`src/hdl/icu_pkg.sv`:
```
// ============================================================================
// icu_pkg
// Shared types and constants of the integer calculator unit.
// ============================================================================
package icu_pkg;

    localparam int DATA_WIDTH  = 32;
    localparam int CNT_W       = $clog2(DATA_WIDTH + 1);
    // From this argument on the factorial holds 2^DATA_WIDTH as a factor
    localparam int FACT_LIMIT  = 2 * DATA_WIDTH;

    typedef enum logic [2:0] {
        OP_ADD  = 3'd0,
        OP_SUB  = 3'd1,
        OP_MUL  = 3'd2,
        OP_DIV  = 3'd3,
        OP_POW  = 3'd4,
        OP_FACT = 3'd5
    } op_t;

    typedef enum logic [1:0] {
        ST_OK       = 2'd0,
        ST_DIV_ZERO = 2'd1,
        ST_NEG_ARG  = 2'd2
    } status_t;

    typedef enum logic {
        S_IDLE = 1'b0,
        S_RUN  = 1'b1
    } state_t;

    // Commands from the controller to the datapath
    typedef struct packed {
        logic load;   // capture a new transaction and set up the operation
        logic step;   // run one iteration of the current operation
        logic store;  // write the finished result to the output register
    } dp_cmd_t;

    // Status from the datapath to the controller
    typedef struct packed {
        logic done;   // operation complete, result ready to store
    } dp_stat_t;

endpackage

```
`src/hdl/integer_calculator_unit.sv`:
```
// ============================================================================
// integer_calculator_unit
// Signed 32-bit calculator: add, subtract, multiply, divide, power, factorial.
// ============================================================================
// One transaction in gives one result transaction out. Add, subtract and
// multiply are computed at acceptance and stored once the output register
// is free. Divide runs a restoring divider, one quotient bit per cycle.
// Power uses square-and-multiply, one exponent bit per cycle. Factorial
// multiplies by one index per cycle; arguments of 64 and above finish
// without iterating, with a result of zero. Multiply, power and factorial
// share one 32x32 multiplier. One transaction is in work at a time; a new
// one is accepted as soon as the previous result sits in the output
// register, even while that result still waits to be taken. Error cases
// (zero divisor, negative exponent, negative factorial argument) finish
// without iterating, with zero outputs and a nonzero status; unused command
// codes give zeros.
// ============================================================================
module integer_calculator_unit
    import icu_pkg::*;
(
    input  logic                         clk,
    input  logic                         rst_n,
    input  logic                         in_valid,
    output logic                         in_ready,
    input  logic [2:0]                   command,
    input  logic signed [DATA_WIDTH-1:0] operand_a,
    input  logic signed [DATA_WIDTH-1:0] operand_b,
    output logic                         out_valid,
    input  logic                         out_ready,
    output logic signed [DATA_WIDTH-1:0] result,
    output logic signed [DATA_WIDTH-1:0] remainder_value,
    output logic [1:0]                   status
);

    dp_cmd_t  dp_cmd;
    dp_stat_t dp_stat;

    // Sequence load, iterate and store; own the output valid flag
    icu_controller u_ctrl (
        .clk       (clk),
        .rst_n     (rst_n),
        .in_valid  (in_valid),
        .in_ready  (in_ready),
        .out_valid (out_valid),
        .out_ready (out_ready),
        .cmd       (dp_cmd),
        .stat      (dp_stat)
    );

    // Hold operands, run the arithmetic and drive the output payload
    icu_datapath u_dp (
        .clk             (clk),
        .cmd             (dp_cmd),
        .stat            (dp_stat),
        .command         (command),
        .operand_a       (operand_a),
        .operand_b       (operand_b),
        .result          (result),
        .remainder_value (remainder_value),
        .status          (status)
    );

    // An error result always carries zero payload
    assert property (@(posedge clk) disable iff (!rst_n)
        (out_valid && (status == ST_DIV_ZERO || status == ST_NEG_ARG))
            |-> (result == '0 && remainder_value == '0))
    else $error("error status with nonzero payload");

    // One transaction in work at a time: no acceptance right after one
    assert property (@(posedge clk) disable iff (!rst_n)
        (in_valid && in_ready) |=> !in_ready)
    else $error("input accepted while a transaction is in work");

    // A freshly accepted transaction cannot produce its result in the next cycle
    assert property (@(posedge clk) disable iff (!rst_n)
        (in_valid && in_ready) |=> !$rose(out_valid))
    else $error("result appeared before the datapath ran");

    // A remainder is only reported for a successful divide
    assert property (@(posedge clk) disable iff (!rst_n)
        (out_valid && remainder_value != '0) |-> (status == ST_OK))
    else $error("remainder reported with error status");

endmodule

```
`src/hdl/icu_datapath.sv`:
```
// ============================================================================
// icu_datapath
// Operand registers, shared multiplier, restoring divider and output register.
// ============================================================================
module icu_datapath
    import icu_pkg::*;
(
    input  logic                         clk,
    input  dp_cmd_t                      cmd,
    output dp_stat_t                     stat,
    input  logic [2:0]                   command,
    input  logic signed [DATA_WIDTH-1:0] operand_a,
    input  logic signed [DATA_WIDTH-1:0] operand_b,
    output logic signed [DATA_WIDTH-1:0] result,
    output logic signed [DATA_WIDTH-1:0] remainder_value,
    output logic [1:0]                   status
);

    localparam int W = DATA_WIDTH;

    op_t            op_reg, op_next;
    status_t        err_reg, err_next;
    logic [W-1:0]   acc_reg, acc_next;    // sum, product, power or factorial
    logic [W-1:0]   sq_reg, sq_next;      // square, factorial index or remainder
    logic [W-1:0]   e_reg, e_next;        // exponent, factorial limit or quotient
    logic [W-1:0]   d_reg, d_next;        // divisor magnitude
    logic [CNT_W-1:0] cnt_reg, cnt_next;
    logic           neg_q_reg, neg_q_next;
    logic           neg_r_reg, neg_r_next;

    logic [W-1:0]   result_reg, result_next;
    logic [W-1:0]   rem_reg, rem_next;
    status_t        status_reg, status_next;

    logic [W-1:0]   a_u, b_u, a_mag, b_mag;
    logic [W-1:0]   mul_x, mul_y, mul_p, sq_p;
    logic [W:0]     rem_shift, trial;

    assign a_u   = W'($unsigned(operand_a));
    assign b_u   = W'($unsigned(operand_b));
    assign a_mag = a_u[W-1] ? (W'(0) - a_u) : a_u;
    assign b_mag = b_u[W-1] ? (W'(0) - b_u) : b_u;

    // One shared multiplier: operands at load, accumulator times square/index after
    assign mul_x = cmd.load ? a_u : acc_reg;
    assign mul_y = cmd.load ? b_u : sq_reg;
    assign mul_p = mul_x * mul_y;
    assign sq_p  = sq_reg * sq_reg;

    // Restoring division: shift the next dividend bit into the partial remainder
    assign rem_shift = {sq_reg, e_reg[W-1]};
    assign trial     = rem_shift - {1'b0, d_reg};

    always_comb
    begin
        stat.done = 1'b1;
        if (err_reg == ST_OK)
        begin
            case (op_reg)
                OP_DIV:  stat.done = (cnt_reg == '0);
                OP_POW:  stat.done = (e_reg == '0);
                OP_FACT: stat.done = (sq_reg > e_reg);
                default: stat.done = 1'b1;
            endcase
        end
    end

    always_comb
    begin
        op_next    = op_reg;
        err_next   = err_reg;
        acc_next   = acc_reg;
        sq_next    = sq_reg;
        e_next     = e_reg;
        d_next     = d_reg;
        cnt_next   = cnt_reg;
        neg_q_next = neg_q_reg;
        neg_r_next = neg_r_reg;

        if (cmd.load)
        begin
            op_next    = op_t'(command);
            err_next   = ST_OK;
            acc_next   = '0;
            sq_next    = '0;
            e_next     = '0;
            d_next     = '0;
            cnt_next   = '0;
            neg_q_next = a_u[W-1] ^ b_u[W-1];
            neg_r_next = a_u[W-1];
            case (op_t'(command))
                OP_ADD: acc_next = a_u + b_u;
                OP_SUB: acc_next = a_u - b_u;
                OP_MUL: acc_next = mul_p;
                OP_DIV:
                begin
                    if (b_u == '0)
                        err_next = ST_DIV_ZERO;
                    else
                    begin
                        e_next   = a_mag;
                        d_next   = b_mag;
                        cnt_next = CNT_W'(W);
                    end
                end
                OP_POW:
                begin
                    if (b_u[W-1])
                        err_next = ST_NEG_ARG;
                    else
                    begin
                        acc_next = W'(1);
                        sq_next  = a_u;
                        e_next   = b_u;
                    end
                end
                OP_FACT:
                begin
                    if (a_u[W-1])
                        err_next = ST_NEG_ARG;
                    else
                    begin
                        sq_next = W'(2);
                        if (a_u >= W'(FACT_LIMIT))
                            e_next = '0;        // product wraps to zero
                        else
                        begin
                            acc_next = W'(1);
                            e_next   = a_u;
                        end
                    end
                end
                default: acc_next = '0;
            endcase
        end
        else if (cmd.step)
        begin
            case (op_reg)
                OP_DIV:
                begin
                    if (!trial[W])
                    begin
                        sq_next = trial[W-1:0];
                        e_next  = {e_reg[W-2:0], 1'b1};
                    end
                    else
                    begin
                        sq_next = rem_shift[W-1:0];
                        e_next  = {e_reg[W-2:0], 1'b0};
                    end
                    cnt_next = cnt_reg - CNT_W'(1);
                end
                OP_POW:
                begin
                    if (e_reg[0])
                        acc_next = mul_p;
                    sq_next = sq_p;
                    e_next  = e_reg >> 1;
                end
                OP_FACT:
                begin
                    acc_next = mul_p;
                    sq_next  = sq_reg + W'(1);
                end
                default: acc_next = acc_reg;
            endcase
        end
    end

    always_comb
    begin
        result_next = result_reg;
        rem_next    = rem_reg;
        status_next = status_reg;
        if (cmd.store)
        begin
            status_next = err_reg;
            if (err_reg != ST_OK)
            begin
                result_next = '0;
                rem_next    = '0;
            end
            else if (op_reg == OP_DIV)
            begin
                result_next = neg_q_reg ? (W'(0) - e_reg) : e_reg;
                rem_next    = neg_r_reg ? (W'(0) - sq_reg) : sq_reg;
            end
            else
            begin
                result_next = acc_reg;
                rem_next    = '0;
            end
        end
    end

    always_ff @(posedge clk)
    begin
        op_reg     <= op_next;
        err_reg    <= err_next;
        acc_reg    <= acc_next;
        sq_reg     <= sq_next;
        e_reg      <= e_next;
        d_reg      <= d_next;
        cnt_reg    <= cnt_next;
        neg_q_reg  <= neg_q_next;
        neg_r_reg  <= neg_r_next;
        result_reg <= result_next;
        rem_reg    <= rem_next;
        status_reg <= status_next;
    end

    assign result          = $signed(result_reg);
    assign remainder_value = $signed(rem_reg);
    assign status          = status_reg;

endmodule

```
`src/hdl/icu_controller.sv`:
```
// ============================================================================
// icu_controller
// Sequencer for load, iterate and store, plus the output valid flag.
// ============================================================================
module icu_controller
    import icu_pkg::*;
(
    input  logic     clk,
    input  logic     rst_n,
    input  logic     in_valid,
    output logic     in_ready,
    output logic     out_valid,
    input  logic     out_ready,
    output dp_cmd_t  cmd,
    input  dp_stat_t stat
);

    state_t state_reg, state_next;
    logic   out_valid_reg, out_valid_next;
    logic   slot_free;

    // Output register can take a result if empty or being drained this cycle
    assign slot_free = !out_valid_reg || out_ready;

    always_comb
    begin
        state_next = state_reg;
        case (state_reg)
            S_IDLE:
            begin
                if (in_valid)
                    state_next = S_RUN;
            end
            S_RUN:
            begin
                if (stat.done && slot_free)
                    state_next = S_IDLE;
            end
            default: state_next = S_IDLE;
        endcase
    end

    always_comb
    begin
        in_ready  = 1'b0;
        cmd.load  = 1'b0;
        cmd.step  = 1'b0;
        cmd.store = 1'b0;
        case (state_reg)
            S_IDLE:
            begin
                in_ready = 1'b1;
                cmd.load = in_valid;
            end
            S_RUN:
            begin
                cmd.step  = !stat.done;
                cmd.store = stat.done && slot_free;
            end
            default: in_ready = 1'b0;
        endcase
    end

    always_comb
    begin
        out_valid_next = out_valid_reg;
        if (cmd.store)
            out_valid_next = 1'b1;
        else if (out_valid_reg && out_ready)
            out_valid_next = 1'b0;
    end

    always_ff @(posedge clk or negedge rst_n)
    begin
        if (!rst_n)
        begin
            state_reg     <= S_IDLE;
            out_valid_reg <= 1'b0;
        end
        else
        begin
            state_reg     <= state_next;
            out_valid_reg <= out_valid_next;
        end
    end

    assign out_valid = out_valid_reg;

endmodule
```
`config.mk`:
```
export PLATFORM = sky130hd
export DESIGN_NAME = integer_calculator_unit
export DESIGN_NICKNAME = d
export VERILOG_FILES = /design/src/hdl/icu_pkg.sv /design/src/hdl/integer_calculator_unit.sv /design/src/hdl/icu_datapath.sv /design/src/hdl/icu_controller.sv
export SDC_FILE = /design/constraint.sdc
export NUM_CORES = 2
export LEC_CHECK = 0
export ABC_CLOCK_PERIOD_IN_PS = 25100
export BUFFER_PORTS_ARGS = -buffer_cell sky130_fd_sc_hd__buf_2
export CAP_MARGIN = 20
export CORE_MARGIN = 10
export CORE_UTILIZATION = 25
export CTS_BUF_LIST = sky130_fd_sc_hd__clkbuf_8
export DETAILED_ROUTE_END_ITERATION = 16
export HOLD_SLACK_MARGIN = 0.03
export PLACE_DENSITY_LB_ADDON = 0.05
export RECOVER_POWER = 25
export SETUP_SLACK_MARGIN = 0.4
export SYNTH_ARGS = -nofsm -noshare
export SYNTH_HDL_FRONTEND = slang
export SYNTH_HIERARCHICAL = 1
export SYNTH_SLANG_ARGS = --single-unit
export TNS_END_PERCENT = 20
```
`constraint.sdc`:
```
create_clock -name clk -period 25.1 [get_ports clk]
set_clock_uncertainty 0.05 [all_clocks]
set_input_delay 5.02 -clock clk [delete_from_list [all_inputs] [get_ports clk]]
set_output_delay 5.02 -clock clk [all_outputs]
set_load 0.03 [all_outputs]
```
==> results.md <==
Drt:
- The highest signal layer in the routed design is met5.
- The first TritonRoute pass finished after 5 iterations.
- The routed wirelength normalized by instance count is 27.5 um.
- The DRC violations left is 0.
- Wires add up to 213,000 um.
- Summing over every cut layer, the via total after detailed routing is 36,398.
- The met2 routed wirelength is 103,000 um.
- Dividing the detail-routed via count by the number of cells gives 4.71.
- The routed length on met1 is 94,400 um.
- Summed over all nets, wire length on met3 after detailed routing comes to 9960 um.
- The first routing iteration left 2,458 violations.
- The detail route stage leaves a number of antenna-violating nets equal to 0.

Timing:
- Setup repair after global routing left no endpoint under its margin.
- The transition at the pin with the smallest max-transition slack is 2.57 ns.
- Headroom to the max-slew limit came out at -71.3%.
- The fmax is 69.6 MHz.
- The final count of hold timing violations was 0.
- The final-report setup violation count is 0.
- The number of max-slew violations in the final report is 169.
- Dividing the final minimum period by the clock period gives 57.2%.
- The clock period minus worst slack is 14.37 ns.
- The final sum of negative setup slack is 0 ns.

Global routing:
- The global-route wire length before repair is 305,000 um.
- For this run the aggregate overflow at the end of global routing stands at 0.
- The number of global-route vias before repair is 39,411.
- Entering global routing, the biggest net connects 55 pins.
- The all-layer global routing usage is 20.7%.
- The initial antenna violation count is 42.

Cells and area:
- The final layout contains 6,401 nets.
- Cells fill 27.8% of the core in the end.
- The multi-input logic area is 0.0360 sq mm.
- The flip-flop and latch area is 0.00627 sq mm.
- The finished cells cover 0.0514 sq mm.
- The area growth from synthesis to layout is 10.6%.
- Fill cells in the final layout number 20,160.
- For this run, the number of standard cells in the final layout without fillers is 7,730.
- The share of cells above drive strength 1 is 8.47%.

Logic synthesis:
- In this run the cell area of the synthesized design comes to 0.0464 sq mm.
- The number of instances in the synthesized netlist is 5,133.
- The register bit total from synthesis is 209.
- The net count after synthesis is 6,333.
- Sequential cells were found to cover 13.5% of the synthesized design area.
- In this run, synthesis inferred 207 flip-flops with an integrated enable.
- The number of distinct library cells after synthesis is 87.
- The Yosys step of the flow raised 6 warnings.
- The average footprint of a synthesized cell is 9.05 sq um.
- In the synthesized netlist the async set-or-reset flop fraction comes to 0.957%.
- The top flip-flop cell by instance count after synthesis is sky130_fd_sc_hd__edfxtp_1.

Min path:
- The path with the worst hold slack has its endpoint at u_dp/status[0].
- In this run the most critical hold path is launched from u_dp/err_reg[0].
- Along the worst hold path, the cell count comes to 0.
- The path class of the tightest hold or removal check is reg -> reg.

Clock network:
- Counting the buffers created by CTS gives 50.
- The cell sitting at the root of the clock tree is a sky130_fd_sc_hd__clkbuf_8.
- The H-tree was split into 2 levels.
- The post-CTS clock slew at the launch and capture registers of the worst setup and hold paths is 0.06 ns.
- The number of sinks handled by clock tree synthesis is 209.
- TritonCTS built the clock tree.
- No sink is reached through more buffers than the 3 on the longest clock path.
- At the later pin of the worst-skew pair, clock insertion delay measures 0.81 ns.
- Buffers added to address setup during post-CTS repair amount to 0.
- Gates resized during post-CTS repair numbered 0.
- The hold-fix buffer count after cts is 0.

Outcome:
- The final reports fail on max-capacitance violations, max-slew violations.
- The run finished, with violations left.

Worst setup path:
- The critical-path maximum fanout is 38.
- The cell count of the worst reg-to-reg path is 30.
- The maximum single-stage delay on the critical path is 0.91 ns.
- The type of the setup path with the least slack is in -> reg.
- The element type at the critical path end is a flop.
- The setup slack of the worst register-to-register path is 14.64 ns.
- The count of buffering cells on the critical path with inverters included is 9.
- The capture point of the worst reg-to-reg path is u_dp/acc_reg[29].
- The slowest stage of the critical path belongs to the cell sky130_fd_sc_hd__and2b_1.
- The worst register-to-register path begins at u_ctrl/state_reg.
- The cell occurring most often along the worst timing path is sky130_fd_sc_hd__fa_1.
- On the critical path the largest part of the delay comes from adder cells.
- The type of element launching the critical path is a primary input.
- The critical path runs through a total of 31 cells.
- For the worst setup path, the data required time is 25.58 ns.
- The signal arrival time at the worst endpoint is 14.85 ns.

Place:
- At the end of routability-driven placement, the weighted congestion stood at 0.887.
- The number of placed cells counting well taps is 7,627.
- The half-perimeter wire length of the detailed placement result is 171,000 um.
- Once placement finished, the instance area stood at 0.0504 sq mm.
- The number of port buffers is 138.

Job:
- The number of max-cap violations is 5.

Floorplanning:
- In this run the count of I/O pins placed on the die edge is 139.
- The floorplan step defined a die boundary enclosing 0.203 sq mm.
- Measured along the x axis, the die boundary spans 451 um.
- Once the floorplan was initialized, standard cells occupied 25.1% of the core.
- The vertical die dimension is 451 um.
- The core box area is 0.185 sq mm.
- After floorplanning, the core was divided into 158 placement rows.
[worst max-delay path by stage]
stage	startpoint	to	slack, ns
floorplan	in_valid	u_dp/acc_reg[29]	11.22
global placement	in_valid	u_dp/acc_reg[29]	10.19
detailed placement	in_valid	u_dp/acc_reg[29]	10.07
CTS	in_valid	u_dp/acc_reg[29]	10.94
global route	in_valid	u_dp/acc_reg[29]	10.19
finish	in_valid	u_dp/acc_reg[29]	10.73
[cells in the mapped netlist, types with 15 or more instances]
library cell	number	area (sq um)
sky130_fd_sc_hd__o22ai_1	48	300
sky130_fd_sc_hd__edfxtp_1	207	6220
sky130_fd_sc_hd__nand2b_1	60	375
sky130_fd_sc_hd__a211oi_1	51	383
sky130_fd_sc_hd__clkbuf_1	200	751
sky130_fd_sc_hd__o41ai_1	21	184
sky130_fd_sc_hd__and2_1	118	738
sky130_fd_sc_hd__ha_1	351	4390
sky130_fd_sc_hd__nand3_1	41	205
sky130_fd_sc_hd__xnor2_1	205	1800
sky130_fd_sc_hd__xor2_1	146	1280
sky130_fd_sc_hd__o21a_1	21	158
sky130_fd_sc_hd__inv_1	896	3360
sky130_fd_sc_hd__a22oi_1	34	255
sky130_fd_sc_hd__buf_2	19	95.1
sky130_fd_sc_hd__buf_1	24	90.1
sky130_fd_sc_hd__mux2_2	44	495
sky130_fd_sc_hd__a21oi_1	149	746
sky130_fd_sc_hd__nor3_1	32	160
sky130_fd_sc_hd__nor2b_1	33	206
sky130_fd_sc_hd__or3_1	30	188
sky130_fd_sc_hd__nand4_1	23	144
sky130_fd_sc_hd__nor2_1	554	2080
sky130_fd_sc_hd__fa_1	778	15600
sky130_fd_sc_hd__nand2_1	446	1670
sky130_fd_sc_hd__o21ai_0	133	666
sky130_fd_sc_hd__or4_1	15	113
sky130_fd_sc_hd__a21o_1	77	578
sky130_fd_sc_hd__o31ai_1	41	308
sky130_fd_sc_hd__mux2i_1	104	1040
sky130_fd_sc_hd__or2_2	31	194
[worst register-to-register path, delay by kind of cell, from the launching register on]
| family | cells | cell delay, ns |
|---|---|---|
| and+or+nand+nor | 4 | 1.48 |
| DFF | 1 | 0.41 |
| buffers and inverters | 8 | 2.07 |
| xor gates and xnor gates | 1 | 0.16 |
| AOI/OAI and AO/OA | 7 | 1.51 |
| muxes | 1 | 0.28 |
| adders and majority gates | 9 | 4.29 |
[area by class of cell]
type                    instances  share of cell area, %
clock inverters                39                  0.597
clock buffers                  52                   1.39
diodes                         10                 0.0487
multi-input cells            3776                   70.0
inverters                     900                   6.58
flip-flops and latches        209                   12.2
well taps                    2480                   6.04
repair buffers                264                   3.13
[cells in the final DEF (no fill, tap or decap), types with 12 or more instances in the layout]
master                     count
sky130_fd_sc_hd__o21a_1       21
sky130_fd_sc_hd__edfxtp_1    207
sky130_fd_sc_hd__a21oi_1     149
sky130_fd_sc_hd__mux2i_2      13
sky130_fd_sc_hd__o21ai_0     130
sky130_fd_sc_hd__mux2_2       44
sky130_fd_sc_hd__inv_1       905
sky130_fd_sc_hd__ha_1        351
sky130_fd_sc_hd__o41ai_1      21
sky130_fd_sc_hd__or2_2        30
sky130_fd_sc_hd__nor3_1       31
sky130_fd_sc_hd__a31oi_1      12
sky130_fd_sc_hd__a211oi_1     51
sky130_fd_sc_hd__xnor2_1     205
sky130_fd_sc_hd__nand2_1     446
sky130_fd_sc_hd__nand4_1      23
sky130_fd_sc_hd__or4_1        15
sky130_fd_sc_hd__or3_1        30
sky130_fd_sc_hd__fa_1        778
sky130_fd_sc_hd__o31ai_1      40
sky130_fd_sc_hd__nor2_1      552
sky130_fd_sc_hd__xor2_1      146
sky130_fd_sc_hd__buf_4       120
sky130_fd_sc_hd__clkinv_1     15
sky130_fd_sc_hd__clkbuf_8     52
sky130_fd_sc_hd__nand3_1      41
sky130_fd_sc_hd__o211ai_1     12
sky130_fd_sc_hd__mux2i_1      86
sky130_fd_sc_hd__nand2b_1     61
sky130_fd_sc_hd__o22ai_1      48
sky130_fd_sc_hd__a21o_1       77
sky130_fd_sc_hd__buf_2       133
sky130_fd_sc_hd__and2_1      118
sky130_fd_sc_hd__a22oi_1      34
sky130_fd_sc_hd__nor4_1       13
sky130_fd_sc_hd__nor2b_1      33
sky130_fd_sc_hd__and3_1       14
[routing by layer]
| metal | GRT usage (%) | vias up |
|---|---|---|
| met5 | 0 | - |
| met4 | 4.53 | 20 |
| met3 | 2.88 | 192 |
| met2 | 35.4 | 765 |
| met1 | 27.7 | 18834 |
| li1 | - | 16587 |
[per-stage QoR]
stage	worst slack [ns]	hold WS (ns)
3_5_place_dp	10.07	0.412
3_3_place_gp	10.19	0.441
4_1_cts	10.94	0.436
6_report	10.73	0.431
2_1_floorplan	11.22	0.367
5_1_grt	10.19	0.444
[cells by family (layout without fill, tap and decap cells)]
family | after synthesis | in the layout | share of synthesized area (%)
xor gates and xnor gates | 351 | 351 | 6.62
DFF | 209 | 209 | 13.5
adders and majority gates | 1129 | 1129 | 43.0
and+or+nand+nor | 1444 | 1444 | 14.2
buffers and inverters | 1148 | 1255 | 9.39
AOI/OAI and AO/OA | 704 | 704 | 10.0
muxes | 148 | 148 | 3.31
other | 0 | 10 | 0
Power is not shown: default switching activity piles up to over one toggle a cycle in this logic, so the estimate is an artifact.
